$ cat src/hdl/ptt_pkg.sv
// shared types and codes for the periodic timer table
package ptt_pkg;

  // command codes carried by an input item
  typedef enum logic [1:0] {
    CMD_TICK   = 2'd0,
    CMD_ADD    = 2'd1,
    CMD_REMOVE = 2'd2,
    CMD_CLEAR  = 2'd3
  } cmd_t;

  // result kinds
  typedef enum logic [1:0] {
    KIND_FIRED = 2'd0,
    KIND_DONE  = 2'd1,
    KIND_FULL  = 2'd2
  } kind_t;

  localparam int CMD_W   = 2;
  localparam int ID_W    = 16;
  localparam int TIME_W  = 32;
  localparam int KIND_W  = 2;

  // controller to datapath commands
  typedef struct packed {
    logic load;
    logic scan;
    logic apply;
    logic close;
  } ptt_ctl_t;

  // datapath to controller status
  typedef struct packed {
    logic scan_done;
    logic out_free;
  } ptt_sts_t;

endpackage

$ cat src/hdl/ptt_if.sv
// valid/ready channel interfaces for commands and results
interface ptt_in_if;
  logic        valid;
  logic        ready;
  logic [1:0]  cmd;
  logic [15:0] timer_id;
  logic [31:0] interval_ms;
  logic [31:0] now_ms;

  modport source (output valid, cmd, timer_id, interval_ms, now_ms, input ready);
  modport sink (input valid, cmd, timer_id, interval_ms, now_ms, output ready);
endinterface

interface ptt_out_if;
  logic        valid;
  logic        ready;
  logic [1:0]  kind;
  logic [15:0] fired_id;
  logic        last_of_run;

  modport source (output valid, kind, fired_id, last_of_run, input ready);
  modport sink (input valid, kind, fired_id, last_of_run, output ready);
endinterface

$ cat src/hdl/periodic_timer_table_top.sv
// periodic timer table top level
//
//  channel  dir  handshake     payload
//  in_ch    in   valid/ready   cmd, timer_id, interval_ms, now_ms
//  out_ch   out  valid/ready   kind, fired_id, last_of_run
//
// tick, add and remove walk every slot, reading one slot per cycle from the
// slot memories; remove all skips the walk.
// each fired result that finds the result register still full holds the walk.
// reset (synchronous, rst_n low) clears all slot marks and the last tick time.
// a new command is taken as soon as the closing result is in the result register.
module periodic_timer_table_top import ptt_pkg::*; #(
  parameter int TIMER_SLOTS = 32
) (
  input  logic       clk,
  input  logic       rst_n,
  ptt_in_if.sink     in_ch,
  ptt_out_if.source  out_ch
);

  ptt_ctl_t ctl;
  ptt_sts_t sts;

  // sequencer
  ptt_ctrl u_ctrl (
    .clk      (clk),
    .rst_n    (rst_n),
    .in_valid (in_ch.valid),
    .in_cmd   (in_ch.cmd),
    .in_ready (in_ch.ready),
    .sts      (sts),
    .ctl      (ctl)
  );

  // storage and result path
  ptt_datapath #(
    .TIMER_SLOTS (TIMER_SLOTS)
  ) u_datapath (
    .clk             (clk),
    .rst_n           (rst_n),
    .ctl             (ctl),
    .sts             (sts),
    .in_cmd          (in_ch.cmd),
    .in_timer_id     (in_ch.timer_id),
    .in_interval_ms  (in_ch.interval_ms),
    .in_now_ms       (in_ch.now_ms),
    .out_valid       (out_ch.valid),
    .out_ready       (out_ch.ready),
    .out_kind        (out_ch.kind),
    .out_fired_id    (out_ch.fired_id),
    .out_last_of_run (out_ch.last_of_run)
  );

endmodule

$ cat src/hdl/ptt_ctrl.sv
// command sequencer for the periodic timer table
module ptt_ctrl import ptt_pkg::*; (
  input  logic        clk,
  input  logic        rst_n,
  input  logic        in_valid,
  input  logic [1:0]  in_cmd,
  output logic        in_ready,
  input  ptt_sts_t    sts,
  output ptt_ctl_t    ctl
);

  typedef enum logic [1:0] {
    S_IDLE,
    S_SCAN,
    S_APPLY,
    S_CLOSE
  } state_t;

  state_t state_r;
  state_t state_nxt;
  cmd_t   op_r;
  logic   accept;

  assign in_ready = (state_r == S_IDLE);
  assign accept   = in_valid && in_ready;

  // next state
  always_comb begin
    state_nxt = state_r;
    case (state_r)
      S_IDLE: begin
        if (accept) begin
          state_nxt = (cmd_t'(in_cmd) == CMD_CLEAR) ? S_CLOSE : S_SCAN;
        end
      end
      S_SCAN: begin
        if (sts.scan_done) begin
          state_nxt = (op_r == CMD_TICK) ? S_CLOSE : S_APPLY;
        end
      end
      S_APPLY: state_nxt = S_CLOSE;
      S_CLOSE: begin
        if (sts.out_free) begin
          state_nxt = S_IDLE;
        end
      end
      default: state_nxt = S_IDLE;
    endcase
  end

  // state and latched command
  always_ff @(posedge clk) begin
    if (!rst_n) begin
      state_r <= S_IDLE;
      op_r    <= CMD_TICK;
    end else begin
      state_r <= state_nxt;
      if (accept) begin
        op_r <= cmd_t'(in_cmd);
      end
    end
  end

  // datapath commands
  always_comb begin
    ctl.load  = accept;
    ctl.scan  = (state_r == S_SCAN);
    ctl.apply = (state_r == S_APPLY);
    ctl.close = (state_r == S_CLOSE);
  end

endmodule

$ cat src/hdl/ptt_datapath.sv
// slot storage, slot walk, update logic and result register
module ptt_datapath import ptt_pkg::*; #(
  parameter int TIMER_SLOTS = 32
) (
  input  logic              clk,
  input  logic              rst_n,
  input  ptt_ctl_t          ctl,
  output ptt_sts_t          sts,
  input  logic [1:0]        in_cmd,
  input  logic [ID_W-1:0]   in_timer_id,
  input  logic [TIME_W-1:0] in_interval_ms,
  input  logic [TIME_W-1:0] in_now_ms,
  output logic              out_valid,
  input  logic              out_ready,
  output logic [KIND_W-1:0] out_kind,
  output logic [ID_W-1:0]   out_fired_id,
  output logic              out_last_of_run
);

  localparam int SLOT_W = (TIMER_SLOTS > 1) ? $clog2(TIMER_SLOTS) : 1;
  localparam int CNT_W  = $clog2(TIMER_SLOTS + 1);

  // latched item
  cmd_t              op_r;
  logic [ID_W-1:0]   tid_r;
  logic [TIME_W-1:0] ival_r;
  logic [TIME_W-1:0] now_r;
  logic [TIME_W-1:0] last_tick_r;

  // slot marks in flops
  logic [TIMER_SLOTS-1:0] slot_valid_r;
  logic [TIMER_SLOTS-1:0] slot_pend_r;

  // slot memories
  logic [ID_W-1:0]   id_mem   [TIMER_SLOTS];
  logic [TIME_W-1:0] ival_mem [TIMER_SLOTS];
  logic [TIME_W-1:0] last_mem [TIMER_SLOTS];
  logic [ID_W-1:0]   id_q_r;
  logic [TIME_W-1:0] ival_q_r;
  logic [TIME_W-1:0] last_q_r;

  // walk pipeline
  logic [CNT_W-1:0]  rd_addr_r;
  logic              ev_valid_r;
  logic [SLOT_W-1:0] ev_slot_r;
  logic              match_found_r;
  logic [SLOT_W-1:0] match_slot_r;
  logic              free_found_r;
  logic [SLOT_W-1:0] free_slot_r;

  // result register
  logic              out_valid_r;
  kind_t             out_kind_r;
  logic [ID_W-1:0]   out_id_r;
  logic              out_last_r;

  logic              out_free;
  logic              issue_ok;
  logic              rd_en;
  logic              is_tick;
  logic              ev_v;
  logic              ev_p;
  logic [TIME_W-1:0] elapsed;
  logic              due;
  logic              stall;
  logic              fire_push;
  logic              tick_free;
  logic              hit;
  logic              hole;
  logic              add_hit;
  logic              add_new;
  logic              rem_hit;
  logic              close_push;
  kind_t             close_kind;
  logic              last_we;
  logic [SLOT_W-1:0] last_wa;
  logic [TIME_W-1:0] last_wd;
  logic              ival_we;
  logic [SLOT_W-1:0] ival_wa;

  assign out_free = !out_valid_r || out_ready;
  assign issue_ok = (rd_addr_r != CNT_W'(TIMER_SLOTS));
  assign is_tick  = (op_r == CMD_TICK);

  // evaluation of the slot whose data is in the read registers
  assign ev_v      = slot_valid_r[ev_slot_r];
  assign ev_p      = slot_pend_r[ev_slot_r];
  assign elapsed   = now_r - last_q_r;
  assign due       = ev_valid_r && is_tick && ev_v && !ev_p && (elapsed >= ival_q_r);
  assign stall     = due && !out_free;
  assign fire_push = due && out_free;
  assign tick_free = ev_valid_r && is_tick && ev_v && ev_p;
  assign hit       = ev_valid_r && !is_tick && ev_v && (id_q_r == tid_r);
  assign hole      = ev_valid_r && !is_tick && !ev_v;
  assign rd_en     = ctl.scan && issue_ok && !stall;

  // end-of-walk updates for add and remove
  assign add_hit = ctl.apply && (op_r == CMD_ADD) && match_found_r;
  assign add_new = ctl.apply && (op_r == CMD_ADD) && !match_found_r && free_found_r;
  assign rem_hit = ctl.apply && (op_r == CMD_REMOVE) && match_found_r;

  // closing result
  assign close_push = ctl.close && out_free;
  assign close_kind = ((op_r == CMD_ADD) && !match_found_r && !free_found_r) ?
                      KIND_FULL : KIND_DONE;

  // memory write ports
  assign last_we = fire_push || add_new;
  assign last_wa = fire_push ? ev_slot_r : free_slot_r;
  assign last_wd = fire_push ? now_r : last_tick_r;
  assign ival_we = add_hit || add_new;
  assign ival_wa = match_found_r ? match_slot_r : free_slot_r;

  // item latch
  always_ff @(posedge clk) begin
    if (!rst_n) begin
      last_tick_r <= '0;
    end else if (ctl.load && (cmd_t'(in_cmd) == CMD_TICK)) begin
      last_tick_r <= in_now_ms;
    end
  end

  always_ff @(posedge clk) begin
    if (ctl.load) begin
      op_r   <= cmd_t'(in_cmd);
      tid_r  <= in_timer_id;
      ival_r <= in_interval_ms;
      now_r  <= in_now_ms;
    end
  end

  // slot walk: issue a registered read, then evaluate the slot from the read registers
  always_ff @(posedge clk) begin
    if (!rst_n) begin
      rd_addr_r     <= '0;
      ev_valid_r    <= 1'b0;
      match_found_r <= 1'b0;
      free_found_r  <= 1'b0;
    end else if (ctl.load) begin
      rd_addr_r     <= '0;
      ev_valid_r    <= 1'b0;
      match_found_r <= 1'b0;
      free_found_r  <= 1'b0;
    end else begin
      if (!stall) begin
        ev_valid_r <= rd_en;
        if (rd_en) begin
          rd_addr_r <= rd_addr_r + CNT_W'(1);
        end
      end
      if (hit && !match_found_r) begin
        match_found_r <= 1'b1;
      end
      if (hole && !free_found_r) begin
        free_found_r <= 1'b1;
      end
    end
  end

  always_ff @(posedge clk) begin
    if (!stall) begin
      ev_slot_r <= rd_addr_r[SLOT_W-1:0];
    end
    if (hit && !match_found_r) begin
      match_slot_r <= ev_slot_r;
    end
    if (hole && !free_found_r) begin
      free_slot_r <= ev_slot_r;
    end
  end

  // valid and pending-delete marks
  always_ff @(posedge clk) begin
    if (!rst_n) begin
      slot_valid_r <= '0;
      slot_pend_r  <= '0;
    end else begin
      if (tick_free) begin
        slot_valid_r[ev_slot_r] <= 1'b0;
        slot_pend_r[ev_slot_r]  <= 1'b0;
      end
      if (add_hit) begin
        slot_pend_r[match_slot_r] <= 1'b0;
      end
      if (add_new) begin
        slot_valid_r[free_slot_r] <= 1'b1;
        slot_pend_r[free_slot_r]  <= 1'b0;
      end
      if (rem_hit) begin
        slot_pend_r[match_slot_r] <= 1'b1;
      end
      if (close_push && (op_r == CMD_CLEAR)) begin
        slot_valid_r <= '0;
        slot_pend_r  <= '0;
      end
    end
  end

  // slot memories, one write and one registered read each
  always_ff @(posedge clk) begin
    if (add_new) begin
      id_mem[free_slot_r] <= tid_r;
    end
    if (rd_en) begin
      id_q_r <= id_mem[rd_addr_r[SLOT_W-1:0]];
    end
  end

  always_ff @(posedge clk) begin
    if (ival_we) begin
      ival_mem[ival_wa] <= ival_r;
    end
    if (rd_en) begin
      ival_q_r <= ival_mem[rd_addr_r[SLOT_W-1:0]];
    end
  end

  always_ff @(posedge clk) begin
    if (last_we) begin
      last_mem[last_wa] <= last_wd;
    end
    if (rd_en) begin
      last_q_r <= last_mem[rd_addr_r[SLOT_W-1:0]];
    end
  end

  // result register
  always_ff @(posedge clk) begin
    if (!rst_n) begin
      out_valid_r <= 1'b0;
    end else if (fire_push || close_push) begin
      out_valid_r <= 1'b1;
    end else if (out_ready) begin
      out_valid_r <= 1'b0;
    end
  end

  always_ff @(posedge clk) begin
    if (fire_push) begin
      out_kind_r <= KIND_FIRED;
      out_id_r   <= id_q_r;
      out_last_r <= 1'b0;
    end else if (close_push) begin
      out_kind_r <= close_kind;
      out_id_r   <= '0;
      out_last_r <= 1'b1;
    end
  end

  assign out_valid       = out_valid_r;
  assign out_kind        = out_kind_r;
  assign out_fired_id    = out_id_r;
  assign out_last_of_run = out_last_r;

  assign sts.scan_done = !issue_ok && !ev_valid_r;
  assign sts.out_free  = out_free;

endmodule

$ cat src/flat_wrapper.sv
// flat-port wrapper written by rule: the top's interface ports become plain ports
module periodic_timer_table_top_flat import ptt_pkg::*;
#(
  parameter int TIMER_SLOTS = 32
)
  (clk, rst_n, in_ch_valid, in_ch_cmd, in_ch_timer_id, in_ch_interval_ms, in_ch_now_ms, in_ch_ready, out_ch_valid, out_ch_kind, out_ch_fired_id, out_ch_last_of_run, out_ch_ready);
  ptt_in_if in_ch_i ();
  ptt_out_if out_ch_i ();
  input  logic clk;
  input  logic rst_n;
  input wire logic [$bits(in_ch_i.valid)-1:0] in_ch_valid;
  input wire logic [$bits(in_ch_i.cmd)-1:0] in_ch_cmd;
  input wire logic [$bits(in_ch_i.timer_id)-1:0] in_ch_timer_id;
  input wire logic [$bits(in_ch_i.interval_ms)-1:0] in_ch_interval_ms;
  input wire logic [$bits(in_ch_i.now_ms)-1:0] in_ch_now_ms;
  output wire logic [$bits(in_ch_i.ready)-1:0] in_ch_ready;
  output wire logic [$bits(out_ch_i.valid)-1:0] out_ch_valid;
  output wire logic [$bits(out_ch_i.kind)-1:0] out_ch_kind;
  output wire logic [$bits(out_ch_i.fired_id)-1:0] out_ch_fired_id;
  output wire logic [$bits(out_ch_i.last_of_run)-1:0] out_ch_last_of_run;
  input wire logic [$bits(out_ch_i.ready)-1:0] out_ch_ready;
  assign in_ch_i.valid = in_ch_valid;
  assign in_ch_i.cmd = in_ch_cmd;
  assign in_ch_i.timer_id = in_ch_timer_id;
  assign in_ch_i.interval_ms = in_ch_interval_ms;
  assign in_ch_i.now_ms = in_ch_now_ms;
  assign in_ch_ready = in_ch_i.ready;
  assign out_ch_valid = out_ch_i.valid;
  assign out_ch_kind = out_ch_i.kind;
  assign out_ch_fired_id = out_ch_i.fired_id;
  assign out_ch_last_of_run = out_ch_i.last_of_run;
  assign out_ch_i.ready = out_ch_ready;
  periodic_timer_table_top #(.TIMER_SLOTS(TIMER_SLOTS)) u_core (.clk(clk), .rst_n(rst_n), .in_ch(in_ch_i), .out_ch(out_ch_i));
endmodule
$ cat config.mk
export PLATFORM = sky130hd
export DESIGN_NAME = periodic_timer_table_top_flat
export DESIGN_NICKNAME = d
export VERILOG_FILES = /design/src/hdl/ptt_pkg.sv /design/src/hdl/ptt_if.sv /design/src/hdl/periodic_timer_table_top.sv /design/src/hdl/ptt_ctrl.sv /design/src/hdl/ptt_datapath.sv /design/src/flat_wrapper.sv
export SDC_FILE = /design/constraint.sdc
export NUM_CORES = 2
export LEC_CHECK = 0
export ABC_AREA = 1
export BUFFER_PORTS_ARGS = -buffer_cell sky130_fd_sc_hd__clkbuf_2
export CORE_MARGIN = 8
export CORE_UTILIZATION = 50
export CTS_CLUSTER_DIAMETER = 50
export DETAILED_ROUTE_END_ITERATION = 8
export GPL_ROUTABILITY_DRIVEN = 0
export PLACE_DENSITY = 0.66
export SLEW_MARGIN = 20
export SYNTH_ARGS = -nofsm -noshare
export SYNTH_HDL_FRONTEND = slang
export SYNTH_HIERARCHICAL = 1
export SYNTH_SLANG_ARGS = --single-unit
$ cat constraint.sdc
create_clock -name clk -period 5.72 [get_ports clk]
set_input_delay 1.144 -clock clk [delete_from_list [all_inputs] [get_ports clk]]
set_output_delay 1.144 -clock clk [all_outputs]
set_load 0.005 [all_outputs]
==> key figures <==
Clock tree
  – CTS root buffer: clkbuf_16
  – CTS Buffer Depth: 4
  – CTS Buf Count: 320
  – Clock-pin slew on the worst setup and hold paths: 60 ps
  – # hold bufs at CTS: 0
  – H-tree level count: 5
  – Worst skew pair latency: 970 ps
  – Sink Count: 2866
  – CTS tree: yes

Floorplanning
  – Die Area: 244000 µm²
  – IO Pins: 107
  – Die Y: 494 µm
  – # rows: 175
  – Die W: 494 µm
  – Core area: 227000 µm²
  – Initial Utilization: 0.503

Worst setup path
  – Crit-path slowest cell: edfxtp_1
  – RR Endpoint: u_core/u_datapath/last_mem[31][5]$_DFFE_PP_
  – CP max FO: 26
  – Crit path largest cell delay: 400 ps
  – Arr. time, crit path: 5900 ps
  – Reg-to-reg critical path startpoint: u_core/u_datapath/now_r[2]$_DFFE_PP_
  – Worst Path Required: 6310 ps
  – Kind of critical path: register to register
  – Critical Path Source Type: register
  – Reg2reg path depth: 25
  – Reg2reg setup slack: 410 ps
  – Most used cell, CP: nand2_1
  – CP endpoint kind: register

Global route
  – Total GRT Usage: 0.263
  – Initial antenna violation count: 5
  – Largest net degree at the start of global routing: 205
  – Global-route wire length before repair: 484000 µm
  – GRT Residual Overflow: 0
  – Vias in the first global route: 73400

Power
  – Pwr Density: 399 nW/µm²
  – VDD IR-drop max: 0.000384 V
  – Leak pwr: 43.7 nW

Outcome
  – Outcome: finished clean

Timing
  – Tmin final: 5310 ps
  – Crit share post-route: 0.929
  – Clk_skew: 93.2 ps
  – Endpoints failing setup: 0
  – Slew @ Worst Pin: 1170 ps
  – RSZ-0062 raised after global routing: false
  – Fmax: 188 MHz
  – Fin Setup TNS: 0 ps
  – Slew margin rel.: 0.221
  – Setup ws final: 408 ps
  – Max Slew Vio Count: 0
  – Final Hold Fails: 0

Route
  – DRT iter0 DRCs: 10500
  – Final wirelength: 332000 µm
  – Drt pass-1 iters: 6
  – Via Count: 76900
  – Drt wl/cell: 26.8 µm
  – Remaining DRCs: 0
  – Drt via density: 6.22
  – WL met3: 34100 µm
  – Met1 wire length: 132000 µm
  – Routed length on met2: 153000 µm
  – Uppermost layer routed: met5
  – Final ANT Viol Nets: 0

Placement
  – PortBufs: 106
  – Placement Setup Slack: 402 ps
  – DP Wirelength: 186000 µm

Min path
  – Min-delay worst type: primary input to register
  – Hold Path Stages: 1
  – Hold Path Sink: u_core/u_datapath/tid_r[7]$_DFFE_PP_
  – HP Start: in_ch_timer_id[7]

Finish
  – Final net count: 9282
  – Layout cells sized above 1: 0.103
  – Most frequent cells in the layout: edfxtp_1 (2753), nor2_1 (1591), o21ai_0 (1425), nand2_1 (742), o22ai_1 (439)
  – Layout area overhead: 13.5%
  – Commonest non-fill, non-tap cell in the layout: edfxtp_1
  – Fill count: 17700

Yosys
  – Flops & latches, synth: 2866
  – Asr flop ratio synth: 0
  – Synthesized cell area: 114000 µm²
  – EDFF count, synth: 2753
  – Sequential area share after synthesis: 0.743
  – Post-Syn Instances: 9013
  – Syn_nets: 9170
  – Post-Syn Area per Cell: 12.7 µm²
  – Yosys warns: 6
  – Synth cell types: 52
  – Synth Flop Type: edfxtp_1

Run
  – Max-cap viol count: 0
[metrics by stage]
stage                     std cells  total power (W)  hold WS (ps)  area, µm²   util
after floorplan                9013           0.0296           406     114000      -
after global placement        11800           0.0321           470     120000  0.526
after detailed placement      11800           0.0323           481     120000  0.527
after CTS                     12400           0.0519           299     130000  0.571
after global routing          12400           0.0535           335     130000  0.571
final                         12400           0.0518           370     130000  0.571
[cells in the mapped netlist (6+ instances only)]
| library cell | number | area [µm²] |
|---|---|---|
| buf_2 | 50 | 250 |
| o211ai_1 | 16 | 120 |
| a31oi_1 | 94 | 588 |
| o221ai_1 | 200 | 1750 |
| xor2_1 | 26 | 228 |
| xnor2_1 | 10 | 87.6 |
| a21oi_1 | 179 | 896 |
| nand3_1 | 148 | 741 |
| o21ai_0 | 1426 | 7140 |
| o22ai_1 | 439 | 2750 |
| nor4_1 | 9 | 56.3 |
| o211a_1 | 14 | 140 |
| nand4_1 | 34 | 213 |
| o21ai_1 | 9 | 45.0 |
| inv_1 | 282 | 1060 |
| nand2_2 | 10 | 62.6 |
| nor3_1 | 40 | 200 |
| a41oi_1 | 8 | 70.1 |
| nor3_2 | 6 | 60.1 |
| inv_2 | 12 | 45.0 |
| ha_1 | 70 | 876 |
| a211oi_1 | 32 | 240 |
| dfxtp_1 | 113 | 2260 |
| a21boi_0 | 24 | 180 |
| nor2_1 | 1682 | 6310 |
| nand2_1 | 743 | 2790 |
| nand3_2 | 10 | 100 |
| buf_1 | 23 | 86.3 |
| clkbuf_1 | 499 | 1870 |
| edfxtp_1 | 2753 | 82700 |
[sequential cells by signal, summed over array words and instances, names as in the netlist, 5 cells and up]
signal and count:
u_core/u_datapath/ival_q_r 32, u_core/u_datapath/out_fired_id 16, u_core/u_datapath/tid_r 16, u_core/u_datapath/last_q_r 32, u_core/u_datapath/last_tick_r 32, u_core/u_datapath/free_slot_r 5
u_core/u_datapath/ival_mem 1024, u_core/u_datapath/slot_pend_r 32, u_core/u_datapath/ev_slot_r 5, u_core/u_datapath/now_r 32, u_core/u_datapath/last_mem 1024, u_core/u_datapath/rd_addr_r 6
u_core/u_datapath/ival_r 32, u_core/u_datapath/slot_valid_r 32, u_core/u_datapath/id_mem 512, u_core/u_datapath/id_q_r 16, u_core/u_datapath/match_slot_r 5
[worst max-delay path, delay by kind of cell (launching register included)]
kind                     cells  cell delay (ps)
buffers and inverters        3              610
AND/OR/NAND/NOR             15             2180
XOR/XNOR                     1              150
flip-flops                   1              400
adder cells (fa/ha/maj)      2              670
AO/OA/AOI/OAI                4              900
[routing by layer]
| metal | global-route usage | vias up |
|---|---|---|
| met4 | 0.0992 | 4 |
| met3 | 0.0462 | 715 |
| met1 | 0.370 | 38300 |
| met2 | 0.414 | 4491 |
| met5 | 0 | - |
| li1 | - | 33500 |
[worst max-delay path by stage]
stage | from | end | slack (ps) | cells past startpoint
2_1_floorplan | u_core/u_datapath/now_r[2]$_DFFE_PP_ | u_core/u_datapath/last_mem[0][0]$_DFFE_PP_ | 610 | 23
3_3_place_gp | u_core/u_datapath/now_r[0]$_DFFE_PP_ | u_core/u_datapath/last_mem[10][23]$_DFFE_PP_ | 440 | 24
3_5_place_dp | u_core/u_datapath/now_r[4]$_DFFE_PP_ | u_core/u_datapath/last_mem[13][23]$_DFFE_PP_ | 400 | 24
4_1_cts | u_core/u_datapath/now_r[2]$_DFFE_PP_ | u_core/u_datapath/last_mem[10][19]$_DFFE_PP_ | 360 | 25
5_1_grt | u_core/u_datapath/now_r[4]$_DFFE_PP_ | u_core/u_datapath/last_mem[31][12]$_DFFE_PP_ | 50 | 24
6_report | u_core/u_datapath/now_r[2]$_DFFE_PP_ | u_core/u_datapath/last_mem[31][5]$_DFFE_PP_ | 410 | 25
[cell families after synthesis]
family | after synthesis | share of synthesized area
multiplexers | 1 | 0.0000875
AND/OR/NAND/NOR | 2697 | 0.0935
XOR/XNOR | 36 | 0.00276
adder cells (fa/ha/maj) | 71 | 0.00783
AO/OA/AOI/OAI | 2469 | 0.124
flip-flops | 2866 | 0.743
buffers and inverters | 873 | 0.0294
[final cells by class]
type | count | area (µm²) | share of cell area
flip-flops and latches | 2866 | 84900 | 0.654
diodes | 3 | 7.51 | 0.0000578
inverters | 297 | 1160 | 0.00895
multi-input cells | 5274 | 26700 | 0.206
well taps | 3009 | 3760 | 0.0290
repair buffers | 366 | 3190 | 0.0246
clock inverters | 165 | 1590 | 0.0122
clock buffers | 389 | 8450 | 0.0651
[where the power goes]
group	total, W	leakage, nW	internal (W)	switching (W)
combinational	0.00709	12.8	0.00195	0.00514
sequential	0.0249	26.0	0.0242	0.000691
clock	0.0198	4.88	0.0117	0.00815
total	0.0518	43.7	0.0378	0.0140
[timing repair]
action,in CTS,in global routing
gates resized for setup,0,2
endpoints found under the setup margin,0,1120
buffers inserted,0,6
Power figures use the tool's default switching activity.
